===== src/rtl/assert_macros.svh =====
// Assertion macros used by the top-level RTL file.
`ifndef ASSERT_MACROS_SVH
`define ASSERT_MACROS_SVH

// Same-cycle implication, off while reset is high.
`define RM2Q_ASSERT_IMP(lbl, clk, rst, ante, cons) \
  lbl: assert property (@(posedge clk) disable iff (rst) (ante) |-> (cons)) \
    else $error("assertion failed");

// Next-cycle implication, checked during reset too.
`define RM2Q_ASSERT_NEXT(lbl, clk, ante, cons) \
  lbl: assert property (@(posedge clk) (ante) |=> (cons)) \
    else $error("assertion failed");

`endif


===== src/rtl/rm2q_pkg.sv =====
// Shared types and constants of the matrix to quaternion converter.
`default_nettype none
package rm2q_pkg;
  localparam int DATA_W = 16;
  localparam int MAG_W  = 17;  // magnitude of an off-diagonal sum or difference
  localparam int Q_W    = 17;  // quotient bits produced by the divider
  localparam int LANES  = 4;

  // Component chosen as sqrt/2
  localparam logic [1:0] SEL_X = 2'd0;
  localparam logic [1:0] SEL_Y = 2'd1;
  localparam logic [1:0] SEL_Z = 2'd2;
  localparam logic [1:0] SEL_W = 2'd3;

  localparam logic signed [DATA_W-1:0] SAT_MAX = 16'sh7FFF;
  localparam logic signed [DATA_W-1:0] SAT_MIN = 16'sh8000;

  typedef struct packed {
    logic             vld;
    logic             bad;
    logic [1:0]       sel;
    logic [LANES-1:0] neg;
    logic [LANES-1:0] ovf;
  } ctrl_t;
endpackage
`default_nettype wire


===== src/rtl/rm2q_sqrt_step.sv =====
// One digit of the pipelined integer square root.
`default_nettype none
module rm2q_sqrt_step #(
  parameter int VP_W = 34,
  parameter int SQ_W = 17
) (
  input  wire logic                                        clk,
  input  wire logic                                        rst,
  input  wire logic                                        en,
  input  wire rm2q_pkg::ctrl_t                             ctrl_in,
  input  wire logic [VP_W-1:0]                             v_in,
  input  wire logic [SQ_W-1:0]                             root_in,
  input  wire logic [SQ_W+1:0]                             rem_in,
  input  wire logic [rm2q_pkg::LANES-1:0][rm2q_pkg::MAG_W-1:0] mag_in,
  output rm2q_pkg::ctrl_t                                  ctrl_out,
  output logic [VP_W-1:0]                                  v_out,
  output logic [SQ_W-1:0]                                  root_out,
  output logic [SQ_W+1:0]                                  rem_out,
  output logic [rm2q_pkg::LANES-1:0][rm2q_pkg::MAG_W-1:0]  mag_out
);
  import rm2q_pkg::*;

  logic [SQ_W+1:0] rs, trial;
  logic            ge;

  // Bring down two bits and try the next root bit
  assign rs    = {rem_in[SQ_W-1:0], v_in[VP_W-1 -: 2]};
  assign trial = {root_in, 2'b01};
  assign ge    = rs >= trial;

  always_ff @(posedge clk) begin
    if (rst) begin
      ctrl_out <= '0;
    end else if (en) begin
      ctrl_out <= ctrl_in;
    end
  end

  always_ff @(posedge clk) begin
    if (en) begin
      v_out    <= v_in << 2;
      root_out <= {root_in[SQ_W-2:0], ge};
      rem_out  <= ge ? rs - trial : rs;
      mag_out  <= mag_in;
    end
  end
endmodule
`default_nettype wire


===== config.mk =====
export PLATFORM = sky130hd
export DESIGN_NAME = rm2q_sqrt_step
export DESIGN_NICKNAME = d
export VERILOG_FILES = /design/src/rtl/assert_macros.svh /design/src/rtl/rm2q_pkg.sv /design/src/rtl/rm2q_sqrt_step.sv
export SDC_FILE = /design/constraint.sdc
export NUM_CORES = 1
export LEC_CHECK = 0
export ABC_CLOCK_PERIOD_IN_PS = 2210
export BUFFER_PORTS_ARGS = -buffer_cell sky130_fd_sc_hd__buf_2
export CELL_PAD_IN_SITES_DETAIL_PLACEMENT = 0
export CELL_PAD_IN_SITES_GLOBAL_PLACEMENT = 1
export CORE_UTILIZATION = 30
export DETAILED_ROUTE_END_ITERATION = 8
export PLACE_DENSITY_LB_ADDON = 0.3
export SYNTH_ARGS = -nofsm -noshare
export SYNTH_HDL_FRONTEND = slang
export SYNTH_SLANG_ARGS = --single-unit

===== constraint.sdc =====
create_clock -name clk -period 2.21 [get_ports clk]
set_clock_uncertainty 0.1 [all_clocks]
set_input_delay 0.1105 -clock clk [delete_from_list [all_inputs] [get_ports clk]]
set_output_delay 0.1105 -clock clk [all_outputs]
set_load 0.02 [all_outputs]

**Word level (Yosys, flattened, before mapping)**

Index checks and enable logic that the tools add are counted.

- $add $sub $neg: 1
- $lt $le $gt $ge: 1
- Multiplexer cells: 1

Operators by type and width:

| kind | count |
|---|---|
| >= comparator 19 bit | 1 |
| two-way mux 19 bit | 1 |
| subtractor 19 bit | 1 |

- Bits in registers: 148
- Input bits: 153
- Output and inout port bits: 150
- Word-level logic and storage cells: 15

**Longest topological paths before layout**

- Word-level depth: 2
- Gate-level depth with buffers: 10
- Depth with buffers taken out: 8

**Least setup slack after synthesis**

OpenSTA, ideal clock, no wires.

- Kind: input to register
- From: input port root_in[0]
- To: register rem_out[11], data pin
- Library setup time: 0.260 ns
- Arrival: 1.964 ns
- Data required time: 1.850 ns
- Slack: -0.114 ns
- Stages: 9
- Path buffers: 1
- Path through: inv_1 ha_1 o211ai_1 o21ai_2 o311ai_1 nand4_2 o211ai_4 buf_12 mux2_4

- Cells in the longest elaborated chain, start to end: 2
- Elaborated cells between the ends (all ways): 3
- Those cells by class: add/sub (1); order compare (1); mux (1)

RTL lines:

| item | line | RTL |
|---|---|---|
| start: declaration | rm2q_sqrt_step.sv:12 | `input wire logic [SQ_W-1:0] root_in,` |
| subtractor 19 bit or >= comparator 19 bit (tied branches) | rm2q_sqrt_step.sv:43, rm2q_sqrt_step.sv:29 |  |
| two-way mux 19 bit (*) | rm2q_sqrt_step.sv:43 | `rem_out <= ge ? rs - trial : rs;` |
| end signal: assignment | rm2q_sqrt_step.sv:43 |  |
| end: declaration | rm2q_sqrt_step.sv:18 | `output logic [SQ_W+1:0] rem_out,` |

Mark *: on every way between the ends. The rest lies on a longest branch, timed or not.
A chain may end at the register's enable or synchronous reset.

**Final worst setup path**

- From: input port root_in[6]
- To: register rem_out[17], data pin

The elaborated chain is that of the path after synthesis.

==> metrics <==
status=finished, final reports clean; CTS tree=done; total congestion overflow=0; Post-synth ARST share=0; Buffers on Ports=298; Post-synth EDFFs=136; most common cell after layout, fill and taps aside=buf_2; synth warn=0; hold wc startpoint=rem_in[12]; worst skew pair latency=0.41 ns; cell taking the most area after synthesis=edfxtp_1; chip width=142.1 microns; Pleak=4.583 nW; Vias=5015; clock buffer depth=2; Final WS setup=0.07706 ns; Relative slew margins=0.5746; Tcrit/Tclk final=0.9651; critical path type=in -> reg; Diodes inserted=0; main flop type after synthesis=edfxtp_1; Slew Limit Fails=0; syn_area_per_cell=16.36 sq um; most frequent cells in the layout=buf_2 (297), dlygate4sd3_1 (154), edfxtp_1 (136); worst endpoint data arrival time=2.20 ns; RR Endpoint=ctrl_out[4]; Final Critical Period=2.133 ns; pwr/cell area=751.4 nW/um^2; number of H-tree levels=4; endpoints failing setup=0; Yosys reg bits=148; unrepaired setup endpoints after global routing=false; FILL cells=1585; Place WS=-0.3446 ns; Cell Rows=50; P&R area growth vs syn=75.54%; Clock transition at path regs=0.07 ns; Combinational Power Share=0.208; final core occ=0.5453; Synth top area share=0.6936; Final ANT Viol Nets=0; Pre-antenna DRT Iters=4; CP Launch Type=input port; Critical Path Source=root_in[6]; Switch Pwr=2.162 mW; Top-Level Pins=303; share of layout cells above drive strength 1=0.4720; Crit. End Element=register; wire per inst=15.51 microns; number of global-route vias before repair=5321; WP data required=2.28 ns; Nets=1051; chip height=142.1 microns; core area=18960 sq um; post-DP HPWL=12430 microns; cell count of the worst reg-to-reg path=3; Clock power frac=0.355; Synth Cell Area=5888 sq um; CTS Buf Count=17; root buf cell=clkbuf_16; Critical R2R Launch=ctrl_out[4]; initial DRC count=235; clk sinks=148; Pint=5.604 mW; max cap viols=0; maximum vdd drop=499.2 uV; # DRC=0; Sw Share=0.2784; Yosys cell types=53; top post-synthesis cells by area=edfxtp_1 (69%), dfxtp_1 (4.1%), ha_1 (4.0%); initial antenna violation count=0; Final GP Congestion=0.8327; Post-Route WL=17870 microns; CP max FO=11; Tightest Pin Transition=0.6352 ns; post-synthesis sequential area ratio=0.7344; Die ar.=20190 sq um; Vias/cell=4.353; first-pass GRT wire length=26730 microns; Starting Density=0.3106; final hold violation count=0; Critical path destination=rem_out[17]; sequential share of power=0.437; GR Util All Layers=0.1739; Post-Syn Instances=360; fmax=468.8 MHz; largest net degree at the start of global routing=43; Reg2Reg Setup Slack=0.90 ns; Hold WC Path Type=in -> reg
==> critical path: stages <==
cell,delay (ns)
buf_2,0.09
inv_1,0.05
ha_1,0.37
nand2_1,0.12
nor4_1,0.44
o311ai_2,0.26
nand4_2,0.16
o211ai_4,0.11
buf_12,0.17
mux2_4,0.30
==> worst min path at each step <==
| stage | endpoint | depth (start not counted) |
|---|---|---|
| after floorplan | ctrl_out[3] | 1 |
| after global placement | mag_out[1] | 1 |
| after detailed placement | v_out[9] | 1 |
| after CTS | rem_out[14] | 3 |
| after global routing | rem_out[14] | 3 |
| final | rem_out[14] | 3 |
==> metrics by stage <==
stage / setup TNS [ns] / power [mW] / instances / hold slack [ns] / instance area [sq um]
final: 0 / 7.766 / 1152 / 0.02303 / 10340
after global routing: 0 / 8.077 / 1152 / 0.01539 / 10340
after CTS: 0 / 7.848 / 1152 / 0.001493 / 10340
after detailed placement: -5.606 / 4.853 / 966 / 0.1888 / 8234
after global placement: -5.462 / 4.830 / 966 / 0.1882 / 8234
after floorplan: 0 / 4.199 / 361 / 0.08288 / 5991
==> power by group through the flow <==
stage                     Clock (mW)  Sequential [mW]  Combinational [mW]
after CTS                       2.83             3.39                1.63
final                           2.76             3.39                1.62
after global routing            2.93             3.42                1.74
after global placement             0             3.44                1.39
after floorplan                    0             3.77               0.428
after detailed placement           0             3.45                1.40
==> registers in the layout, indices dropped and copies added (netlist names) <==
register	flops
mag_out	68
ctrl_out	12
root_out	17
rem_out	19
v_out	32
==> synthesized netlist by cell type (3+ instances only) <==
cell        n
a21oi_1    18
and2_1      3
dfxtp_1    12
edfxtp_1  136
ha_1       19
inv_1      22
mux2_2     11
mux2_4      7
mux2i_1    13
nand2_1    12
nand2b_1    4
nand3_1     3
nand4_1     3
nor2_1     23
o211ai_1    5
o21a_1      5
o21ai_0     7
xnor2_1    10
xor2_1      5
==> routing by layer <==
| layer | vias up | GRT usage | part of all wire |
|---|---|---|---|
| met1 | 2383 | 0.1781 | 0.37 |
| met4 | 0 | 0.05999 | 0.020 |
| met2 | 197 | 0.3328 | 0.53 |
| li1 | 2408 | - | - |
| met5 | - | 0 | 0 |
| met3 | 27 | 0.05114 | 0.072 |
==> cell families (layout without fill, tap and decap cells) <==
kind of cell    Yosys count  in the layout  share of synthesized area
buf+inv                  30            561                    0.02337
other cells               1              2                  0.0006369
xor+xnor                 15             15                    0.02231
simple gates             60             60                    0.05079
fa+ha+maj                19             19                    0.04037
mux                      31             31                    0.06099
compound gates           56             56                    0.06715
flops                   148            148                     0.7344
==> cell type report <==
type                       instances  area, sq um  share of cell area
tap                              260        325.3             0.03147
clock buffer                      18        429.2             0.04152
timing repair buffer             507         3515              0.3400
sequential                       148         4324              0.4184
multi-input combinational        183         1529              0.1479
clock inverter                    14        131.4             0.01271
inverter                          22        82.58            0.007989
==> what timing repair did <==
item	4_1_cts	5_1_grt
resized for setup	0	0
endpoints found under the hold margin	142	0
hold buffers	154	0
setup buffers	0	0
No activity file was read; power rests on OpenSTA's default activity.
