===== src/rtl/assert_macros.svh =====
// Assertion macros used by the top-level RTL file.
`ifndef ASSERT_MACROS_SVH
`define ASSERT_MACROS_SVH

// Same-cycle implication, off while reset is high.
`define RM2Q_ASSERT_IMP(lbl, clk, rst, ante, cons) \
  lbl: assert property (@(posedge clk) disable iff (rst) (ante) |-> (cons)) \
    else $error("assertion failed");

// Next-cycle implication, checked during reset too.
`define RM2Q_ASSERT_NEXT(lbl, clk, ante, cons) \
  lbl: assert property (@(posedge clk) (ante) |=> (cons)) \
    else $error("assertion failed");

`endif


===== src/rtl/rm2q_pkg.sv =====
// Shared types and constants of the matrix to quaternion converter.
`default_nettype none
package rm2q_pkg;
  localparam int DATA_W = 16;
  localparam int MAG_W  = 17;  // magnitude of an off-diagonal sum or difference
  localparam int Q_W    = 17;  // quotient bits produced by the divider
  localparam int LANES  = 4;

  // Component chosen as sqrt/2
  localparam logic [1:0] SEL_X = 2'd0;
  localparam logic [1:0] SEL_Y = 2'd1;
  localparam logic [1:0] SEL_Z = 2'd2;
  localparam logic [1:0] SEL_W = 2'd3;

  localparam logic signed [DATA_W-1:0] SAT_MAX = 16'sh7FFF;
  localparam logic signed [DATA_W-1:0] SAT_MIN = 16'sh8000;

  typedef struct packed {
    logic             vld;
    logic             bad;
    logic [1:0]       sel;
    logic [LANES-1:0] neg;
    logic [LANES-1:0] ovf;
  } ctrl_t;
endpackage
`default_nettype wire


===== src/rtl/rm2q_div_step.sv =====
// One quotient bit for all four lanes of the restoring divider.
`default_nettype none
module rm2q_div_step #(
  parameter int D_W  = 18,
  parameter int DR_W = 19
) (
  input  wire logic                                         clk,
  input  wire logic                                         rst,
  input  wire logic                                         en,
  input  wire rm2q_pkg::ctrl_t                              ctrl_in,
  input  wire logic [D_W-1:0]                               d_in,
  input  wire logic [rm2q_pkg::LANES-1:0][DR_W-1:0]         rem_in,
  input  wire logic [rm2q_pkg::LANES-1:0][rm2q_pkg::Q_W-1:0] lo_in,
  input  wire logic [rm2q_pkg::LANES-1:0][rm2q_pkg::Q_W-1:0] q_in,
  output rm2q_pkg::ctrl_t                                   ctrl_out,
  output logic [D_W-1:0]                                    d_out,
  output logic [rm2q_pkg::LANES-1:0][DR_W-1:0]              rem_out,
  output logic [rm2q_pkg::LANES-1:0][rm2q_pkg::Q_W-1:0]     lo_out,
  output logic [rm2q_pkg::LANES-1:0][rm2q_pkg::Q_W-1:0]     q_out
);
  import rm2q_pkg::*;

  logic [LANES-1:0][DR_W-1:0] rs;
  logic [LANES-1:0]           ge;

  // Shift in the next numerator bit and subtract where it fits
  always_comb begin
    for (int i = 0; i < LANES; i++) begin
      rs[i] = {rem_in[i][DR_W-2:0], lo_in[i][Q_W-1]};
      ge[i] = rs[i] >= DR_W'(d_in);
    end
  end

  always_ff @(posedge clk) begin
    if (rst) begin
      ctrl_out <= '0;
    end else if (en) begin
      ctrl_out <= ctrl_in;
    end
  end

  always_ff @(posedge clk) begin
    if (en) begin
      d_out <= d_in;
      for (int i = 0; i < LANES; i++) begin
        rem_out[i] <= ge[i] ? rs[i] - DR_W'(d_in) : rs[i];
        lo_out[i]  <= lo_in[i] << 1;
        q_out[i]   <= {q_in[i][Q_W-2:0], ge[i]};
      end
    end
  end
endmodule
`default_nettype wire


===== config.mk =====
export PLATFORM = sky130hd
export DESIGN_NAME = rm2q_div_step
export DESIGN_NICKNAME = d
export VERILOG_FILES = /design/src/rtl/assert_macros.svh /design/src/rtl/rm2q_pkg.sv /design/src/rtl/rm2q_div_step.sv
export SDC_FILE = /design/constraint.sdc
export NUM_CORES = 1
export LEC_CHECK = 0
export ABC_CLOCK_PERIOD_IN_PS = 3100
export BUFFER_PORTS_ARGS = -buffer_cell sky130_fd_sc_hd__buf_2
export CAP_MARGIN = 0
export CORE_AREA = 2 2 187 189
export DETAILED_ROUTE_END_ITERATION = 12
export DIE_AREA = 0 0 189 191
export GPL_ROUTABILITY_DRIVEN = 0
export GPL_TIMING_DRIVEN = 0
export PLACE_DENSITY = 0.66
export RECOVER_POWER = 25
export SLEW_MARGIN = 40
export SYNTH_ARGS = -nofsm -noshare
export SYNTH_HDL_FRONTEND = slang
export SYNTH_SLANG_ARGS = --single-unit

===== constraint.sdc =====
create_clock -name clk -period 3.1 [get_ports clk]
set_input_delay 0.31 -clock clk [delete_from_list [all_inputs] [get_ports clk]]
set_output_delay 0.31 -clock clk [all_outputs]
set_load 0.02 [all_outputs]

**Word-level counts from Yosys, hierarchy flattened**

Cells that the tools add are included.

- Register bits: 238
- Bits in latches: 0
- Bits in writable memories: 0
- Bits in read-only memories: 0
- Input port bits: 245
- Output and inout bits: 242
- Word-level logic and storage cells: 30
- Memories: 0

- Add/subtract/negate cells: 4
- $mul: 0
- Div/mod/pow operators: 0
- Order comparisons: 4
- Equal/unequal tests: 0
- Shift-type cells: 0
- Mux-type cells: 4
- Bitwise operators: 0
- Reduce and logical (&&, ||, !) cells: 0

Operators by type and width:

| operator | number |
|---|---|
| greater-or-equal comparator 19 x 18 -> 1 bit | 4 |
| two-way mux 19 bit | 4 |
| subtractor 19 x 18 -> 19 bit | 4 |

**Longest topological paths before layout**

- Depth in word-level cells: 2
- Mapped depth: 11
- Depth with buffers taken out: 11

**Least setup slack after synthesis**

No wires, ideal clock.

- Path type: in2reg
- Start: input port d_in[1]
- End: register rem_out[67] (netlist name) (data pin)
- Library setup time: 0.260 ns
- Arrival: 2.703 ns
- Data required time: 2.840 ns
- Slack: 0.137 ns
- Stages: 10
- Buffers on the path: 1
- Cell sequence: inv_1 > ha_1 > nor2b_4 > o31a_1 > or3_4 > a211oi_2 > nor2_2 > a31oi_4 > buf_12 > mux2_4

- Word-level cells in the longest chain between the ends: 2
- Elaborated cells on any way between the ends: 3
- Classes of those cells: add/sub (1); order compare (1); mux (1)

RTL lines:

| what | RTL line | source |
|---|---|---|
| start: declaration | rm2q_div_step.sv:11 | `input wire logic [D_W-1:0] d_in,` |
| subtractor 19 x 18 -> 19 bit or greater-or-equal comparator 19 x 18 -> 1 bit (tied branches) | rm2q_div_step.sv:46, rm2q_div_step.sv:30 |  |
| two-way mux 19 bit (*) | rm2q_div_step.sv:46 | `rem_out[i] <= ge[i] ? rs[i] - DR_W'(d_in) : rs[i];` |
| end signal: indexed assignment | rm2q_div_step.sv:46 |  |
| end: declaration | rm2q_div_step.sv:17 | `output logic [rm2q_pkg::LANES-1:0][DR_W-1:0] rem_out,` |

Every way passes the cells marked *; elsewhere a longest branch is shown, timed or not.
A chain may end at the register's enable or synchronous reset.

**Worst setup path after layout**

- Start: input port d_in[4]
- End: register rem_out[7] (netlist name) (data pin)

The elaborated chain is that of the path after synthesis.

==> summary.txt <==
Die Wd -> 189 microns
Initial Util -> 35.0%
GRT Residual Overflow -> 0
HPWL after DPL -> 28.9 mm
Total GRT Usage -> 21.2%
Hold Startpoint -> ctrl_in[9]
Clock Path Buffers -> 3
Tot Pwr -> 9.53 mW
Post-Route WL -> 40.5 mm
DIE AREA -> 36100 sq um
nets@finish -> 1934
flops & latches, synth -> 238
final core occ -> 50.9%
worst hold endpoint -> ctrl_out[9]
Hold Path Depth -> 3
Synth Cell Area -> 12000 sq um
minimum clock period after layout -> 3.02 ns
Setup Viol. Count Final -> 0
Mapped Cells -> 954
r2r setup slk -> 1.95 ns
crit path max fanout -> 10
layout cells sized above 1 -> 34.9%
Yosys Warn Count -> 0
Slew @ Worst Pin -> 1.98 ns
crit start category -> primary input
number of global-route vias before repair -> 10300
total CTS buffers -> 26
Reg clk slew, reported paths -> 0.06 ns
Antenna Violating Nets Remaining -> 0
VDD IR max -> 540 uV
reg-to-reg critical path startpoint -> ctrl_out[7]
ys flop type -> edfxtp_1
Avg Inst Size Synth -> 12.5 sq um
antenna violations before repair -> 7
kind of critical path -> primary input to flop
Hold Fails Final Rpt -> 0
status -> finished with violations
fmax -> 332 MHz
Layout area overhead -> 45.4%
WP data arrival -> 3.30 ns
first-pass GRT wire length -> 58.5 mm
Synth async-reset ratio -> 0%
RSZ-0062 raised after global routing -> no
post-synthesis sequential area ratio -> 58.8%
Data required, critical path -> 3.38 ns
failing checks -> capacitance limit, slew limit
PortBufs -> 474
skew final -> 0 ns
FP Rows -> 68
placed insts -> 1889
Sink Count -> 238
DRC viols -> 0
final hold slack -> 0.0313 ns
I/O pins -> 487
non-filler cells in the finished layout -> 2091
post-placement cell area -> 15000 sq um
Die Y -> 191 microns
PwrDens -> 548 nW/um^2
Static Leak -> 7.56 nW
Vias/cell -> 4.96
Post-synth EDFFs -> 226
max_slew headroom -> -32.0%
Root Buffer -> clkbuf_16
post-detailed-route wirelength per cell -> 19.4 microns
Reg-to-Reg End -> ctrl_out[7]
distinct cell type count after synthesis -> 63
DR vias -> 10400
final setup margin -> 0.0846 ns
TNS Setup -> 0 ns
clock latency on the worst-skew pair -> 0.52 ns
DRT Pass-1 Iters -> 5
Period Utilization, post-route -> 97.3%
Max Slew Vio Count -> 75
pin count of the biggest net entering global routing -> 80
r2r worst-path depth -> 3
H-tree depth -> 1
DR iter-0 viols -> 534
Core Area -> 34100 sq um
Place WS -> -0.546 ns
post-route design area -> 17400 sq um
CTS tree -> built
Setup crit end kind -> flop
worst hold path class -> primary input to flop
count of maximum capacitance violations -> 1
==> sequential cells by signal, indices dropped and copies added, names as in the netlist <==
| register | count |
|---|---|
| ctrl_out | 12 |
| d_out | 18 |
| lo_out | 64 |
| q_out | 68 |
| rem_out | 76 |
==> cell usage in the layout, fill, tap and decap left out, types with 4 or more instances in the layout <==
master,n
o21a_1,12
xor2_1,21
o211ai_1,10
nand2_1,61
ha_1,71
mux2i_1,15
clkbuf_16,27
or3_1,4
o21bai_1,11
edfxtp_1,226
a21o_1,33
clkinv_2,4
nor3_1,10
buf_2,468
nand3_1,23
a211o_1,7
mux2_4,7
dlygate4sd3_1,150
inv_1,44
a21oi_1,79
conb_1,4
o21ai_0,48
nand4_1,11
mux2_2,22
buf_4,5
fa_1,4
and4_1,4
clkbuf_1,30
nor2_1,71
a221oi_1,4
dfxtp_1,12
clkinvlp_4,4
a31oi_1,9
xnor2_1,35
nor2b_1,7
and3_1,5
a211oi_1,9
==> cells in the mapped netlist (4+ instances only) <==
| cell type | instances | area share (%) |
|---|---|---|
| and3_1 | 5 | 0.26 |
| a21o_1 | 33 | 2.1 |
| clkbuf_1 | 16 | 0.50 |
| o21ai_0 | 48 | 2.0 |
| mux2i_1 | 15 | 1.3 |
| a21oi_1 | 79 | 3.3 |
| o211ai_1 | 10 | 0.63 |
| nand4_1 | 11 | 0.58 |
| ha_1 | 72 | 7.5 |
| and4_1 | 4 | 0.29 |
| a211o_1 | 7 | 0.51 |
| o21a_1 | 12 | 0.75 |
| or3_1 | 4 | 0.21 |
| edfxtp_1 | 226 | 57 |
| nand2_1 | 61 | 1.9 |
| a31oi_1 | 10 | 0.52 |
| o21bai_1 | 11 | 0.69 |
| xnor2_1 | 35 | 2.6 |
| dfxtp_1 | 12 | 2.0 |
| nor2b_1 | 7 | 0.37 |
| fa_1 | 4 | 0.67 |
| buf_4 | 5 | 0.31 |
| a221oi_1 | 4 | 0.29 |
| nor3_1 | 10 | 0.42 |
| nor2_1 | 71 | 2.2 |
| mux2_4 | 7 | 0.88 |
| buf_2 | 7 | 0.29 |
| xor2_1 | 21 | 1.5 |
| a211oi_1 | 9 | 0.57 |
| nand3_1 | 23 | 0.96 |
| mux2_2 | 22 | 2.1 |
| inv_1 | 46 | 1.4 |
==> critical path: stages <==
cell and delay (ns):
dlygate4sd3_1 0.54, buf_2 0.15, clkinvlp_4 0.25, ha_1 0.48, nor2_1 0.06, a211o_1 0.32, o21ba_2 0.26, o211ai_1 0.27
clkbuf_4 0.30, mux2_2 0.36
==> logic make-up after synthesis <==
group	after synthesis	synth area share [%]
buf+inv	76	2.75
flops	238	58.8
simple gates	209	8.05
other cells	1	0.0314
xor+xnor	56	4.10
fa+ha+maj	76	8.21
mux	44	4.21
compound gates	254	13.9
==> how the worst max path moves through the flow <==
stage | startpoint | slack, ns | end
2_1_floorplan | d_in[1] | 0.14 | rem_out[67]
3_3_place_gp | en | -2.02 | ctrl_out[1]
3_5_place_dp | d_in[1] | -0.55 | rem_out[71]
4_1_cts | d_in[1] | 0.02 | rem_out[74]
5_1_grt | d_in[4] | 0.007 | rem_out[28]
6_report | d_in[4] | 0.08 | rem_out[7]
==> cell type report <==
class | instances | area (sq um)
timing repair buffer | 628 | 3940
antenna | 3 | 7.51
multi-input combinational | 643 | 4630
sequential | 238 | 7030
clock buffer | 33 | 728
fill | 2966 | 16700
inverter | 46 | 180
clock inverter | 15 | 141
tap | 455 | 569
buffer | 30 | 160
==> report_power, final <==
group / switching, mW / internal, mW / total [mW]
Clock: 1.31 / 1.84 / 3.15
Combinational: 1.41 / 0.952 / 2.36
Sequential: 0.0892 / 3.93 / 4.02
Total: 2.81 / 6.71 / 9.53
==> repair_timing <==
item	in CTS	in global routing
resized for setup	0	7
hold buffers	150	0
setup endpoints to repair	0	31
hold endpoints to repair	150	0
setup buffers	0	1
==> per-layer routing <==
metal / up-vias / wire length [microns] / GRT usage [%]
li1: 4937 / - / -
met2: 417 / 20000 / 37.4
met4: 8 / 1510 / 8.26
met3: 82 / 2930 / 5.09
met1: 4928 / 16100 / 24.8
met5: - / 47 / 0
Power figures use the tool's default switching activity.
